## config.mk

```make
export PLATFORM = sky130hd
export DESIGN_NAME = cfpf_out_fifo
export DESIGN_NICKNAME = d
export VERILOG_FILES = /design/src/rtl/core/cfpf_pkg.sv /design/src/rtl/core/cfpf_out_fifo.sv
export SDC_FILE = /design/constraint.sdc
export NUM_CORES = 1
export LEC_CHECK = 0
export CAP_MARGIN = 30
export CORE_UTILIZATION = 47
export CTS_CLUSTER_DIAMETER = 80
export DETAILED_ROUTE_END_ITERATION = 12
export DONT_BUFFER_PORTS = 1
export PLACE_DENSITY = 0.61
export SYNTH_ARGS = -nofsm -noshare
export SYNTH_HDL_FRONTEND = slang
export SYNTH_SLANG_ARGS = --single-unit
```

## constraint.sdc

```tcl
create_clock -name clk_i -period 3.7 [get_ports clk_i]
set_input_delay 0.37 -clock clk_i [delete_from_list [all_inputs] [get_ports clk_i]]
set_output_delay 0.37 -clock clk_i [all_outputs]
set_load 0.02 [all_outputs]
```

## src/rtl/core/cfpf_pkg.sv

```systemverilog
// Shared types, constants and arithmetic helpers for the cross five-point RGB filter.
// Used by the top level, the output queue and the testbench; depends on nothing else.
package cfpf_pkg;

  localparam int IMAGE_WIDTH  = 128;
  localparam int IMAGE_HEIGHT = 128;

  localparam int COL_W = $clog2(IMAGE_WIDTH);
  localparam int ROW_W = $clog2(IMAGE_HEIGHT);

  localparam int CH_W  = 8;
  localparam int PIX_W = 3 * CH_W;
  localparam int POS_W = 7;

  // Line store entry: pixel two rows up in the upper half, one row up in the lower half.
  localparam int ENTRY_W = 2 * PIX_W;

  localparam int OUT_DEPTH = 2;
  localparam int OUT_PTR_W = $clog2(OUT_DEPTH);
  localparam int OUT_CNT_W = $clog2(OUT_DEPTH + 1);

  typedef logic [COL_W-1:0] col_t;
  typedef logic [ROW_W-1:0] row_t;
  typedef logic [PIX_W-1:0] pix_t;

  typedef struct packed {
    logic [CH_W-1:0]  red;
    logic [CH_W-1:0]  green;
    logic [CH_W-1:0]  blue;
    logic [POS_W-1:0] row;
    logic [POS_W-1:0] col;
    logic             last;
  } out_beat_t;

  // Exact floor(v / 5) for an 8-bit value: multiply by 205 and drop ten bits.
  function automatic logic [CH_W-1:0] fifth(input logic [CH_W-1:0] v);
    logic [2*CH_W-1:0] prod;
    prod = v * 8'd205;
    return {2'b00, prod[15:10]};
  endfunction

  // Sum of the five scaled taps of one channel. The total is at most 255.
  function automatic logic [CH_W-1:0] cross_sum(input logic [CH_W-1:0] up,
                                                input logic [CH_W-1:0] lf,
                                                input logic [CH_W-1:0] ct,
                                                input logic [CH_W-1:0] rt,
                                                input logic [CH_W-1:0] dn);
    return fifth(up) + fifth(lf) + fifth(ct) + fifth(rt) + fifth(dn);
  endfunction

endpackage

```

## src/rtl/core/cfpf_out_fifo.sv

```systemverilog
// Two-beat output queue that decouples the filter pipeline from the result consumer.
// Depends on cfpf_pkg for the result beat type and the queue depth.
module cfpf_out_fifo (
  input  logic                              clk_i,
  input  logic                              rst_ni,
  input  logic                              push_i,
  input  cfpf_pkg::out_beat_t               beat_i,
  input  logic                              pop_i,
  output logic                              valid_o,
  output cfpf_pkg::out_beat_t               beat_o,
  output logic [cfpf_pkg::OUT_CNT_W-1:0]    count_o
);

  cfpf_pkg::out_beat_t                  slot_q [cfpf_pkg::OUT_DEPTH];
  logic [cfpf_pkg::OUT_PTR_W-1:0]       wr_ptr_q, wr_ptr_d;
  logic [cfpf_pkg::OUT_PTR_W-1:0]       rd_ptr_q, rd_ptr_d;
  logic [cfpf_pkg::OUT_CNT_W-1:0]       count_q, count_d;

  always_comb begin
    wr_ptr_d = wr_ptr_q;
    rd_ptr_d = rd_ptr_q;
    count_d  = count_q;
    if (push_i) begin
      wr_ptr_d = (wr_ptr_q == cfpf_pkg::OUT_PTR_W'(cfpf_pkg::OUT_DEPTH - 1)) ?
                 '0 : wr_ptr_q + 1'b1;
    end
    if (pop_i) begin
      rd_ptr_d = (rd_ptr_q == cfpf_pkg::OUT_PTR_W'(cfpf_pkg::OUT_DEPTH - 1)) ?
                 '0 : rd_ptr_q + 1'b1;
    end
    if (push_i && !pop_i) begin
      count_d = count_q + 1'b1;
    end else if (pop_i && !push_i) begin
      count_d = count_q - 1'b1;
    end
  end

  always_ff @(posedge clk_i or negedge rst_ni) begin
    if (!rst_ni) begin
      wr_ptr_q <= '0;
      rd_ptr_q <= '0;
      count_q  <= '0;
    end else begin
      wr_ptr_q <= wr_ptr_d;
      rd_ptr_q <= rd_ptr_d;
      count_q  <= count_d;
    end
  end

  always_ff @(posedge clk_i) begin
    if (push_i) begin
      slot_q[wr_ptr_q] <= beat_i;
    end
  end

  assign valid_o = (count_q != '0);
  assign beat_o  = slot_q[rd_ptr_q];
  assign count_o = count_q;

endmodule

```

## Word level (Yosys, flattened, before mapping)

Memory sizes are Yosys's and may differ from the RTL's.
Cells that the tools add are included.

| word-level totals | value |
|---|---|
| register bits after elaboration | 4 |
| latch bits | 0 |
| bits in writable memories | 78 |
| ROM bits | 0 |
| memories kept | 1 |

| cells by class | value |
|---|---|
| add/sub/neg operators | 4 |
| multipliers | 0 |
| divide/modulo/power cells | 0 |
| order comparisons | 0 |
| equality and inequality tests | 0 |
| shifts and indexed selects | 0 |
| mux-type cells | 6 |
| bitwise logic cells | 0 |
| reductions and logical operators | 6 |

Memories:

| name | depth | width | read ports | clocked after Yosys merged registers in | write ports | line | RTL |
|---|---|---|---|---|---|---|---|
| slot_q | 2 | 39 | 1 | 0 | 1 | cfpf_out_fifo.sv:14 | `cfpf_pkg::out_beat_t slot_q [cfpf_pkg::OUT_DEPTH];` |

Operators with widths:

| operator | count |
|---|---|
| 1-bit 2-to-1 mux | 4 |
| 2-bit 2-to-1 mux | 2 |
| 2-bit nonzero test | 2 |
| 1-bit adder (second input constant) | 2 |
| 2-bit by 1-bit adder with 2-bit output (second input constant) | 1 |
| 1-bit logical AND | 2 |
| 1-bit logical NOT | 2 |
| 2-bit by 1-bit subtractor with 2-bit output (second input constant) | 1 |

## Depth between registers and ports, before layout

| depth | value |
|---|---|
| depth in word-level cells | 4 |
| gate-level depth with buffers | 5 |

## Worst setup path before layout

No wires, ideal clock.

| timing path | value |
|---|---|
| path type | flip-flop to flip-flop |
| start | register wr_ptr_q |
| end | memory slot_q[0][0] in the netlist's numbering (enable) |
| setup time | 0.440 ns |
| arrival time | 2.149 ns |
| data required time | 3.260 ns |
| setup slack | 1.111 ns |
| cell stages (with the launch flop) | 2 |
| path buffers | 0 |
| cell sequence | dfrtp_1 nor2b_1 |

RTL lines:

| what | line | RTL |
|---|---|---|
| from (decl) | cfpf_out_fifo.sv:15 | `logic [cfpf_pkg::OUT_PTR_W-1:0] wr_ptr_q, wr_ptr_d;` |
| from (signal assigned) | cfpf_out_fifo.sv:44 | `wr_ptr_q <= wr_ptr_d;` |
| to (decl) | cfpf_out_fifo.sv:14 |  |

Straight into the memory's write port.

==> qor.txt <==
First-pass GRT wire length: 6.59 mm
Via count: 1203
Met1 WL: 1.60 mm
Core Region: 0.00606 mm^2
DRC viols: 0
RR Endpoint: slot_q[1][9]$_DFFE_PP_
Sequential-to-total area share from yosys stat: 0.812
Cts bufs inserted: 9
Placed inst area: 0.00310 mm^2
FF-to-FF path depth: 1
Clock root cell: clkbuf_8
Max incr delay on CP: 950 ps
Synth Cell Area: 0.00301 mm^2
Worst-Skew Late Latency: 340 ps
Count leader, synth: edfxtp_1
Die extent in y: 82.0 um
Top Layer Used: met4
Largest family of logic cells by synthesized area: multiplexers
Nets: 189
Vias per cell: 5.35
Final number of setup-violating endpoints: 0
Compound-Gate Fraction of Synth Area: 0
Synth Area in Adders: 0.00416
Routed WL: 4.56 mm
XOR/XNOR share of the synthesized area: 0.0146
Post-CTS setup repair buffer count: 0
Ys Warns: 0
Met2 WL: 2.46 mm
Yosys cell types: 12
Final Hold Vio Count: 0
Antenna Cells: 0
Slew HR: 0.370
Die W: 82.0 um
Worst clock skew: 14.0 ps
Final Cell Area: 0.00334 mm^2
RD Place Congestion: 0.621
Crit. Startpoint: rd_ptr_q$_DFFE_PN0P_
Max stage delay cell, worst path: dfrtp_2
Total GRT Usage: 0.144
Pre-Repair DR Iteration Count: 4
CTS tree: done
Floorplan row count: 28
Post-CTS sizing: 0
R2R Setup Slk: 2090 ps
Synth cell count leaders: edfxtp_1, mux2_2, buf_6, dfrtp_1, xor2_1
Ys flop type: edfxtp_1
Post-layout minimum cycle time: 2140 ps
Share of post-route cells with drive strength above 1: 0.387
Post-synthesis sequential element count: 82
IO Count: 85
Worst R2R Start: wr_ptr_q$_DFFE_PN0P_
Number of global-route vias before repair: 1333
Pleak: 1.11 nW
Clk buf depth: 2
Die Area: 0.00673 mm^2
Area growth from synthesis to layout: 11.0%
Max cap viols: 0
Synth top area share: 0.778
Setup TNS: 0 ps
Largest net degree at the start of global routing: 41
Worst setup endpoint: beat_o[5]
Synth top area cells: edfxtp_1, mux2_2, dfrtp_1
Final period util: 0.578
Crit-path cells: mux2_2
RSZ-0062 raised after global routing: false
Critical path peak fanout: 40
Levels on crit path: 1
Hold Crit Class: in2reg
Syn avg cell area: 22.1 um^2
Worst-path clk slew: 80 ps
Starting DRC count in detailed routing: 112
Worst Path Arrival: 1770 ps
Post-synthesis simple-gate area fraction: 0.00748
WL met3: 423 um
Worst path bufs/invs: 0
Post-synth EDFFs: 78
FILL cells: 470
Top cell type by total area after synthesis: edfxtp_1
WP data required: 3330 ps
CP Launch Type: register
Syn_nets: 180
H-Tree Level Count: 3
Fmax: 468 MHz
Final HPWL DP: 2.93 mm
Aggregate global routing overflow: 0
Slew Limit Fails: 0
Starting Density: 0.496
Setup crit end kind: primary output
Post-Syn Instances: 136
Initial antenna violation count: 0
CTS sink count: 82
Status: finished, final reports clean
Worst Tran Pin Value: 946 ps
Asr flop ratio synth: 0.0488
Drt wl/cell: 20.3 um
Port Buffers: 0
Top cell family by delay on the critical path: flip-flops
DRT antenna net count: 0
Mux cell area share after synthesis: 0.146
Critical setup path kind: reg2out
Hold Crit Start: beat_i[8]
Cell Pwr Density: 837 mW/mm^2
Max VDD drop: 507 uV
final cells by class:
cell class                      count  area, um^2  area share
Clock buffer                       11         131      0.0393
Inverter                            1        3.75     0.00112
Tap cell                           75        93.8      0.0281
Clock inverter                      5         103      0.0307
Multi-Input combinational cell     49         527       0.158
Timing Repair Buffer                2        37.5      0.0112
Sequential cell                    82        2440       0.732
layout by cell type (no fill, tap or decap):
cell,n
edfxtp_1,78
ha_1,1
mux2_2,39
clkbuf_1,2
nor2b_4,1
buf_16,1
bufinv_16,3
xor2_1,4
dlygate4sd3_1,1
clkbuf_8,9
dfrtp_2,1
xnor2_1,1
dfrtp_1,3
nor2_1,1
or2_2,1
clkinvlp_4,1
and2_2,1
inv_1,1
clkinv_2,1
per-stage QoR:
stage | cells | utilization | setup slack, ps | power, mW | hold slack (ps)
after detailed placement | 208 | 0.511 | 1870 | 2.09 | 74.6
after global placement | 207 | 0.506 | 1900 | 2.05 | 74.5
after CTS | 225 | 0.551 | 1500 | 2.84 | 104
after global routing | 225 | 0.551 | 1450 | 2.92 | 99.7
after floorplan | 136 | - | 1110 | 2.00 | 74.4
final | 225 | 0.551 | 1560 | 2.80 | 122
routing by layer:
metal,global-route usage,vias up
met5,0,-
met4,0.0842,0
met3,0.0556,9
met2,0.255,51
met1,0.142,599
li1,-,544
worst min-delay path by stage:
stage	end	slack, ps	cells past startpoint
6_report	slot_q[0][8]$_DFFE_PP_	120	0
2_1_floorplan	count_o[0]$_DFFE_PN0P_	70	0
4_1_cts	rd_ptr_q$_DFFE_PN0P_	100	1
5_1_grt	slot_q[1][38]$_DFFE_PP_	100	0
3_3_place_gp	count_o[1]$_DFFE_PN0P_	70	0
3_5_place_dp	rd_ptr_q$_DFFE_PN0P_	70	0
what timing repair did:
| item | in CTS | in global routing |
|---|---|---|
| hold buffers | 1 | 0 |
| setup endpoints to repair | 0 | 0 |
| hold endpoints to repair | 4 | 0 |
flip-flops by register name (all words and copies together), names as in the netlist:
| register | count |
|---|---|
| count_o | 2 |
| wr_ptr_q | 1 |
| rd_ptr_q | 1 |
| slot_q | 78 |
report_power, final:
| part | internal, mW | switching [mW] |
|---|---|---|
| combinational | 0.247 | 0.419 |
| sequential | 1.24 | 0.153 |
| clock | 0.448 | 0.294 |
cell families after synthesis:
logic type,count (synthesis)
buf+inv,5
simple gates,4
mux,39
fa+ha+maj,1
xor+xnor,5
flops,82
(Power assumes the default switching activity.)
