--- src/rtl/core/cfpf_ram.sv ---
// Generic single-port-write, single-port-read RAM with a registered read.
// Standalone; holds no reset and no initial contents.
module cfpf_ram #(
  parameter int Width = 8,
  parameter int Depth = 16
) (
  input  logic                     clk_i,
  input  logic                     we_i,
  input  logic [$clog2(Depth)-1:0] waddr_i,
  input  logic [Width-1:0]         wdata_i,
  input  logic                     re_i,
  input  logic [$clog2(Depth)-1:0] raddr_i,
  output logic [Width-1:0]         rdata_o
);

  logic [Width-1:0] mem_q [Depth];
  logic [Width-1:0] rdata_q;

  always_ff @(posedge clk_i) begin
    if (we_i) begin
      mem_q[waddr_i] <= wdata_i;
    end
    if (re_i) begin
      rdata_q <= mem_q[raddr_i];
    end
  end

  assign rdata_o = rdata_q;

endmodule

--- config.mk ---
export PLATFORM = sky130hd
export DESIGN_NAME = cfpf_ram
export DESIGN_NICKNAME = d
export VERILOG_FILES = /design/src/rtl/core/cfpf_ram.sv
export SDC_FILE = /design/constraint.sdc
export NUM_CORES = 1
export LEC_CHECK = 0
export BUFFER_PORTS_ARGS = -buffer_cell sky130_fd_sc_hd__buf_4
export CAP_MARGIN = 20
export CORE_MARGIN = 4
export CORE_UTILIZATION = 30
export CTS_CLUSTER_SIZE = 30
export DETAILED_ROUTE_END_ITERATION = 10
export HOLD_SLACK_MARGIN = 0.1
export RECOVER_POWER = 25
export SLEW_MARGIN = 25
export SYNTH_ARGS = -nofsm -noshare
export SYNTH_HDL_FRONTEND = slang
export SYNTH_SLANG_ARGS = --single-unit
export TNS_END_PERCENT = 10
--- constraint.sdc ---
create_clock -name clk_i -period 4.3 [get_ports clk_i]
set_input_delay 1.29 -clock clk_i [delete_from_list [all_inputs] [get_ports clk_i]]
set_output_delay 1.29 -clock clk_i [all_outputs]
set_load 0.01 [all_outputs]
* Yosys cells after proc, flatten, opt, wreduce, memory -nomap -nowiden
Memories as Yosys holds them, arrays and structs flattened. A register that Yosys moved wholly into a read port is not among the register bits.
Index checks and enable logic that the tools add are counted.
** Word-level totals
- Bits in writable memories :: 128
- Memories :: 1
- Bits in registers :: 0
- Output and inout bits :: 8
** Memory list
- mem_q :: depth 16, bits a word 8, read ports 1, clocked after Yosys merged registers in 1, write ports 1, line 16 : logic [Width-1:0] mem_q [Depth];
** Operators by class
- Multiplexer cells :: 2
** Operator list (number)
- 1-bit 2-to-1 mux :: 2

* Logic depth before layout (Yosys ltp)
Gate-level depths: netlist of the first run.
- Depth in word-level cells :: 2
- Mapped depth :: 5
- Gate-level depth less buffers :: 3

* Worst setup path before layout of the first run
OpenSTA, ideal clock, no wires.
- Path kind :: input to register
- Start :: input waddr_i[2]
- End :: memory mem_q[0][0], enable pin
- Cell stages on the path :: 2
- Setup slack :: 1.517 ns
- Path buffers :: 0
- Required time :: 3.917 ns
- Setup time :: 0.383 ns
- Data arrival time :: 2.400 ns
- Cells stage by stage :: or3b_2 > nor3_1
** RTL lines
- from (decl) :: line 9 : input logic [$clog2(Depth)-1:0] waddr_i,
- to (decl) :: line 16
Straight into the memory's write port.

* Worst setup path after layout of the first run
- Start :: input waddr_i[2]
- End :: memory mem_q[3][3], enable pin
Straight into the memory's write port.

==> results of run 1 <==
[through the flow]
| step | hold slack [ps] | power [uW] | utilization | worst slack, ps | std cells |
|---|---|---|---|---|---|
| floorplan | 705 | 1610 | - | 1520 | 229 |
| global placement | 724 | 1670 | 0.329 | 1200 | 474 |
| detailed placement | 730 | 1670 | 0.329 | 1210 | 474 |
| finish | 740 | 3410 | 0.370 | 1680 | 506 |
| CTS | 743 | 3440 | 0.371 | 1660 | 506 |
| global route | 789 | 3520 | 0.370 | 1600 | 506 |
[worst min-delay path by stage]
| stage | startpoint | endpoint | slack (ps) | cells after the start |
|---|---|---|---|---|
| floorplan | mem_q[7][0]$_DFFE_PP_ | rdata_o[0]$_DFFE_PP_ | 700 | 3 |
| global placement | mem_q[15][2]$_DFFE_PP_ | rdata_o[2]$_DFFE_PP_ | 720 | 3 |
| detailed placement | mem_q[14][2]$_DFFE_PP_ | rdata_o[2]$_DFFE_PP_ | 730 | 3 |
| CTS | mem_q[14][2]$_DFFE_PP_ | rdata_o[2]$_DFFE_PP_ | 740 | 3 |
| global route | mem_q[13][3]$_DFFE_PP_ | rdata_o[3]$_DFFE_PP_ | 790 | 3 |
| finish | mem_q[14][2]$_DFFE_PP_ | rdata_o[2]$_DFFE_PP_ | 740 | 3 |
[Yosys cell counts]
cell type	number	area [um2]
edfxtp_1	136	4080
mux4_2	18	405
a22oi_1	16	120
mux4_1	14	368
nor2_1	13	48.8
nand2_1	9	33.8
nor3_1	4	20.0
buf_2	3	15.0
buf_6	3	33.8
clkdlybuf4s25_2	3	30.0
nand2b_1	2	12.5
nand3b_1	2	15.0
and2_1	1	6.26
and2b_1	1	7.51
buf_4	1	7.51
nand3_1	1	5.00
nor2b_1	1	6.26
or3b_2	1	8.76
[placed cells by master, fill, tap and decap left out, drive strengths merged, types with 2 or more instances in the layout]
| cell | instances |
|---|---|
| nand2b | 2 |
| nand2 | 9 |
| bufinv | 9 |
| clkinv | 4 |
| nand3b | 2 |
| mux4 | 32 |
| buf | 24 |
| a22oi | 16 |
| clkbuf | 23 |
| clkinvlp | 2 |
| edfxtp | 136 |
| nor2 | 13 |
| nor3 | 4 |
[worst max-delay path, delay by kind of cell]
family	cells	cell delay [ps]
buffers and inverters	1	120
AND/OR/NAND/NOR	2	1240
[sequential cells by signal (all words and copies together) (netlist names)]
register and cells:
rdata_o 8, mem_q 128
[cell families (layout without fill, tap and decap cells)]
logic type | count (synthesis) | count (layout) | synth area share
flip-flops | 136 | 136 | 0.781
AND/OR/NAND/NOR | 35 | 35 | 0.0314
multiplexers | 32 | 32 | 0.148
AO/OA/AOI/OAI | 16 | 16 | 0.0230
buffers and inverters | 10 | 62 | 0.0165
[routing by layer]
metal / track usage / vias up / wire length (um)
li1: - / 1060 / -
met1: 0.143 / 1246 / 4470
met2: 0.164 / 62 / 4890
met3: 0.0413 / 15 / 554
met4: 0.0367 / 0 / 112
met5: 0 / - / 0
[area by class of cell]
cell class / count / area, um2
Clock inverter: 15 / 303
Multi-Input combinational cell: 83 / 1060
Tap cell: 225 / 282
Timing Repair Buffer: 30 / 203
Fill cell: 1605 / 10800
Sequential cell: 136 / 4080
Clock buffer: 17 / 425
[power by group through the flow]
stage | sequential (uW) | combinational (uW) | clock [uW]
6_report | 1500 | 133 | 1770
5_1_grt | 1510 | 147 | 1870
4_1_cts | 1500 | 138 | 1790
3_5_place_dp | 1530 | 138 | 0
3_3_place_gp | 1530 | 137 | 0
2_1_floorplan | 1530 | 75.4 | 0
==> results_dict.tcl, run 1 <==
set metrics [dict create \
    outcome "finished, final reports clean" \
    period_share 0.610 \
    grtUsageTotal 0.108 \
    postSynthCellCount 229 \
    setup_viol 0 \
    internal_power_uw 2810 \
    cts.sinks 136 \
    cts.path.max_buffers 2 \
    synthDistinctLibCells 18 \
    drtIter0Drc 199 \
    worstMarginPinSlew_ps 983 \
    avgSynthCellArea_um2 22.8 \
    max-slew-margin-rel 0.342 \
    crit_arrival_ps 2660 \
    finalHoldViolCount 0 \
    rsz0062_at_grt "no" \
    vdd_drop_max_mv 0.289 \
    tritoncts "yes" \
    final_area_um2 6360 \
    pwr-share-seq 0.441 \
    end_kind "register" \
    vias 2383 \
    worstSetupPathType "input port to register" \
    clk_pin_slew_ps 60 \
    post_dp_cell_area_um2 5650 \
    period_needed_ps 2620 \
    clkLatencyLatePin_ps 410 \
    clockPowerShare 0.519 \
    combPwrFrac 0.039 \
    grt_antenna_before_repair 0 \
    max_stage_delay_ps 730 \
    dp.final_hpwl_um 6250 \
    p_sw_frac 0.176 \
    gp_congestion 0.724 \
    fin_skew_ps 3.92 \
    syn_nets 248 \
    drive_gt1_frac 0.263 \
    crit_chain "buf_4 > or3b_2 > nor2_1" \
    clockRootBuffer "clkbuf_16" \
    reg2reg_from "mem_q[1][2]$_DFFE_PP_" \
    yosysWarnings 0 \
    ctsHoldBuffers 0 \
    netlist_area_um2 5230 \
    reg2reg_slack_ps 2840 \
    crit_path_end "mem_q[3][3]$_DFFE_PP_" \
    ys_ff_latch 136 \
    cp-start-kind "input port" \
    start_util 0.304 \
    power_density_nw_per_um2 536 \
    routed_wl_um 10000 \
    grt-ovfl-total 0 \
    area.growth.synth_to_final_pct 21.6 \
    diodes 0 \
    die_h_um 140 \
    fp.coreArea_um2 17200 \
    dieArea_um2 19600 \
    ff2ff_path_depth 3 \
    critPathSlowestCell "nor2_1" \
    static-leakage-power_uw 0.00208 \
    worstReg2RegEnd "rdata_o[2]$_DFFE_PP_" \
    numCtsBuffers 17 \
    grt_pass1_vias 2490 \
    postCtsSetupRepairBufs 0 \
    ant_nets 0 \
    drv_slew 0 \
    grt_pass1_wl_um 15200 \
    yosysSeqAreaShare 0.781 \
    route.detailed.drc 0 \
    p_sw_uw 598 \
    die_w_um 140 \
    holdCritPathClass "register to register" \
    wl_per_cell_um 19.8 \
    crit_fanout 8 \
    htreeDepth 4 \
    crit_required_ps 4330 \
    io_pins 27 \
    drv_cap 0 \
    crit_path_start "waddr_i[2]" \
    cts_resized 0 \
    fin_setup_tns_ps 0 \
    nNetsFinal 287 \
    portBuffers 26 \
    fmax_ghz 0.381 \
    viasPerCell 4.71 \
    rows 48 \
    grt_max_degree 33 \
    drtPass1Iterations 4 \
]
Note: power is estimated with default switching activity, not from simulation.
==> run 2: changes to the inputs <==
ABC_AREA = 1   (was unset)
clock period = 2.4 ns   (was 4.3 ns; I/O delays follow)
==> run 2 against run 1 <==
Cell area increased by 10%. Critical path type is now register to primary output. Largest power group unchanged. Synthesized area increased by 12%. Sequential power increased by 80%.
==> results_dict.tcl, run 2 <==
set metrics [dict create \
    outcome "finished, final reports clean" \
    synth_edf_count 136 \
    dieArea_um2 21800 \
    critPathSlowestCell "edfxtp_1" \
    yosys.area.top_type "edfxtp_1" \
    start_util 0.308 \
    ys_ff_latch 136 \
    ant_nets 0 \
    drv_cap 0 \
    worstMarginPinSlew_ps 884 \
    final_cell_mix "nand2_1, edfxtp_1, inv_1" \
    synth_most_common_cell "nand2_1" \
    grt_antenna_before_repair 0 \
    grt_pass1_wl_um 21400 \
    crit_fanout 1 \
    numCtsBuffers 17 \
    drtPass1Iterations 4 \
    yosysSeqAreaShare 0.698 \
    viasPerCell 4.34 \
    synth.area.top_cells "edfxtp_1, nand2_1, nand3_1" \
    nNetsFinal 615 \
    tritoncts "yes" \
    drv_slew 0 \
    area.growth.synth_to_final_pct 20.1 \
    route.detailed.drc 0 \
    clockRootBuffer "clkbuf_16" \
    worstSetupPathType "register to primary output" \
    static-leakage-power_uw 0.00297 \
    postSynthCellCount 551 \
    netlist_area_um2 5850 \
    crit_chain "buf_4" \
    gp_congestion 0.774 \
    end_kind "primary output" \
    synthDistinctLibCells 11 \
    clkLatencyLatePin_ps 420 \
    period_share 0.735 \
    finalHoldViolCount 0 \
    ys_async_sr_fraction 0 \
    fillCellCount 1881 \
    max-slew-margin-rel 0.410 \
    min_path_cells 1 \
    holdCritPathClass "input port to register" \
    portBuffers 26 \
    yosysWarnings 0 \
    die_w_um 148 \
    htreeDepth 4 \
    crit_required_ps 1680 \
    synth_top_area_frac 0.698 \
    routed_wl_um 13800 \
    grt_pass1_vias 3790 \
    path_delay_family "flip-flops" \
    clk_pin_slew_ps 60 \
    ctsHoldBuffers 0 \
    syn_nets 570 \
    largest_reg_flops 128 \
    vias 3773 \
    io_pins 27 \
    grtUsageTotal 0.133 \
    ff2ff_path_depth 6 \
    grt-ovfl-total 0 \
    largest_register "mem_q" \
    fin_skew_ps 7.20 \
    cts_resized 0 \
    vdd_drop_max_mv 0.952 \
    diodes 0 \
    layout_commonest_cell "nand2_1" \
    crit_cells 1 \
    setup_viol 0 \
    power_density_nw_per_um2 823 \
    multi_input_area_um2 1210 \
    yosys-top-cells-count "nand2_1, edfxtp_1, inv_1" \
    regArea_um2 4080 \
    fin_setup_tns_ps 0 \
    rsz0062_at_grt "no" \
    cts.path.max_buffers 2 \
    postCtsSetupRepairBufs 0 \
    rows 50 \
    max_stage_delay_ps 450 \
    post_dp_cell_area_um2 6430 \
    fp.coreArea_um2 19000 \
    fmax_ghz 0.567 \
    drive_gt1_frac 0.117 \
    grt_max_degree 65 \
    cp_num_buf_inv 1 \
    wl_per_cell_um 15.9 \
    period_needed_ps 1760 \
    ys.flop_type "edfxtp_1" \
    crit_arrival_ps 1040 \
    die_h_um 148 \
    cp-start-kind "register" \
    dp.final_hpwl_um 8510 \
    cts.sinks 136 \
    avgSynthCellArea_um2 10.6 \
    final_area_um2 7020 \
    drtIter0Drc 378 \
]
==> run 2: final timing paths <==
check / from / slack, ps / to
min reg2reg: mem_q[12][5]$_DFFE_PP_ / 740 / rdata_o[5]$_DFFE_PP_
max reg2reg: mem_q[7][3]$_DFFE_PP_ / 1240 / rdata_o[3]$_DFFE_PP_
max: rdata_o[2]$_DFFE_PP_ / 640 / rdata_o[2]
min: re_i / 620 / rdata_o[5]$_DFFE_PP_
==> run 2: logic make-up (layout without fill, tap and decap cells) <==
logic type | count (synthesis) | in the layout | share of synthesized area
buffers and inverters | 126 | 184 | 0.0939
AND/OR/NAND/NOR | 289 | 289 | 0.208
flip-flops | 136 | 136 | 0.698
==> run 2: cell type report <==
| class | instances | area share |
|---|---|---|
| clock inverters | 11 | 0.0253 |
| flip-flops and latches | 136 | 0.582 |
| well taps | 260 | 0.0463 |
| multi-input cells | 289 | 0.173 |
| inverters | 102 | 0.0545 |
| repair buffers | 50 | 0.0568 |
| clock buffers | 21 | 0.0627 |
==> run 2: power by group <==
part | internal, uW | switching, uW
clock | 1830 | 910
sequential | 2680 | 18.0
combinational | 111 | 234
total | 4620 | 1160
==> run 2: per-layer routing <==
metal,up-vias,track usage,part of all wire
met5,-,0,0
met4,0,0.0457,0.011
met3,10,0.0445,0.084
met2,113,0.202,0.47
met1,1780,0.178,0.43
li1,1870,-,-
==> run 2: per-stage QoR <==
step	setup slack, ps	util	total power (uW)	std cells	hold slack [ps]
4_1_cts	606	0.372	5830	869	603
3_3_place_gp	375	0.339	3100	837	729
3_5_place_dp	372	0.339	3100	837	729
6_report	637	0.370	5780	869	618
5_1_grt	584	0.370	6000	869	599
2_1_floorplan	729	-	2930	551	683
==> run 2: worst register-to-register path: cells and delay by family (launching register included) <==
| family | cells | cell delay [ps] |
|---|---|---|
| AND/OR/NAND/NOR | 5 | 500 |
| flip-flops | 1 | 350 |
| buffers and inverters | 1 | 60 |
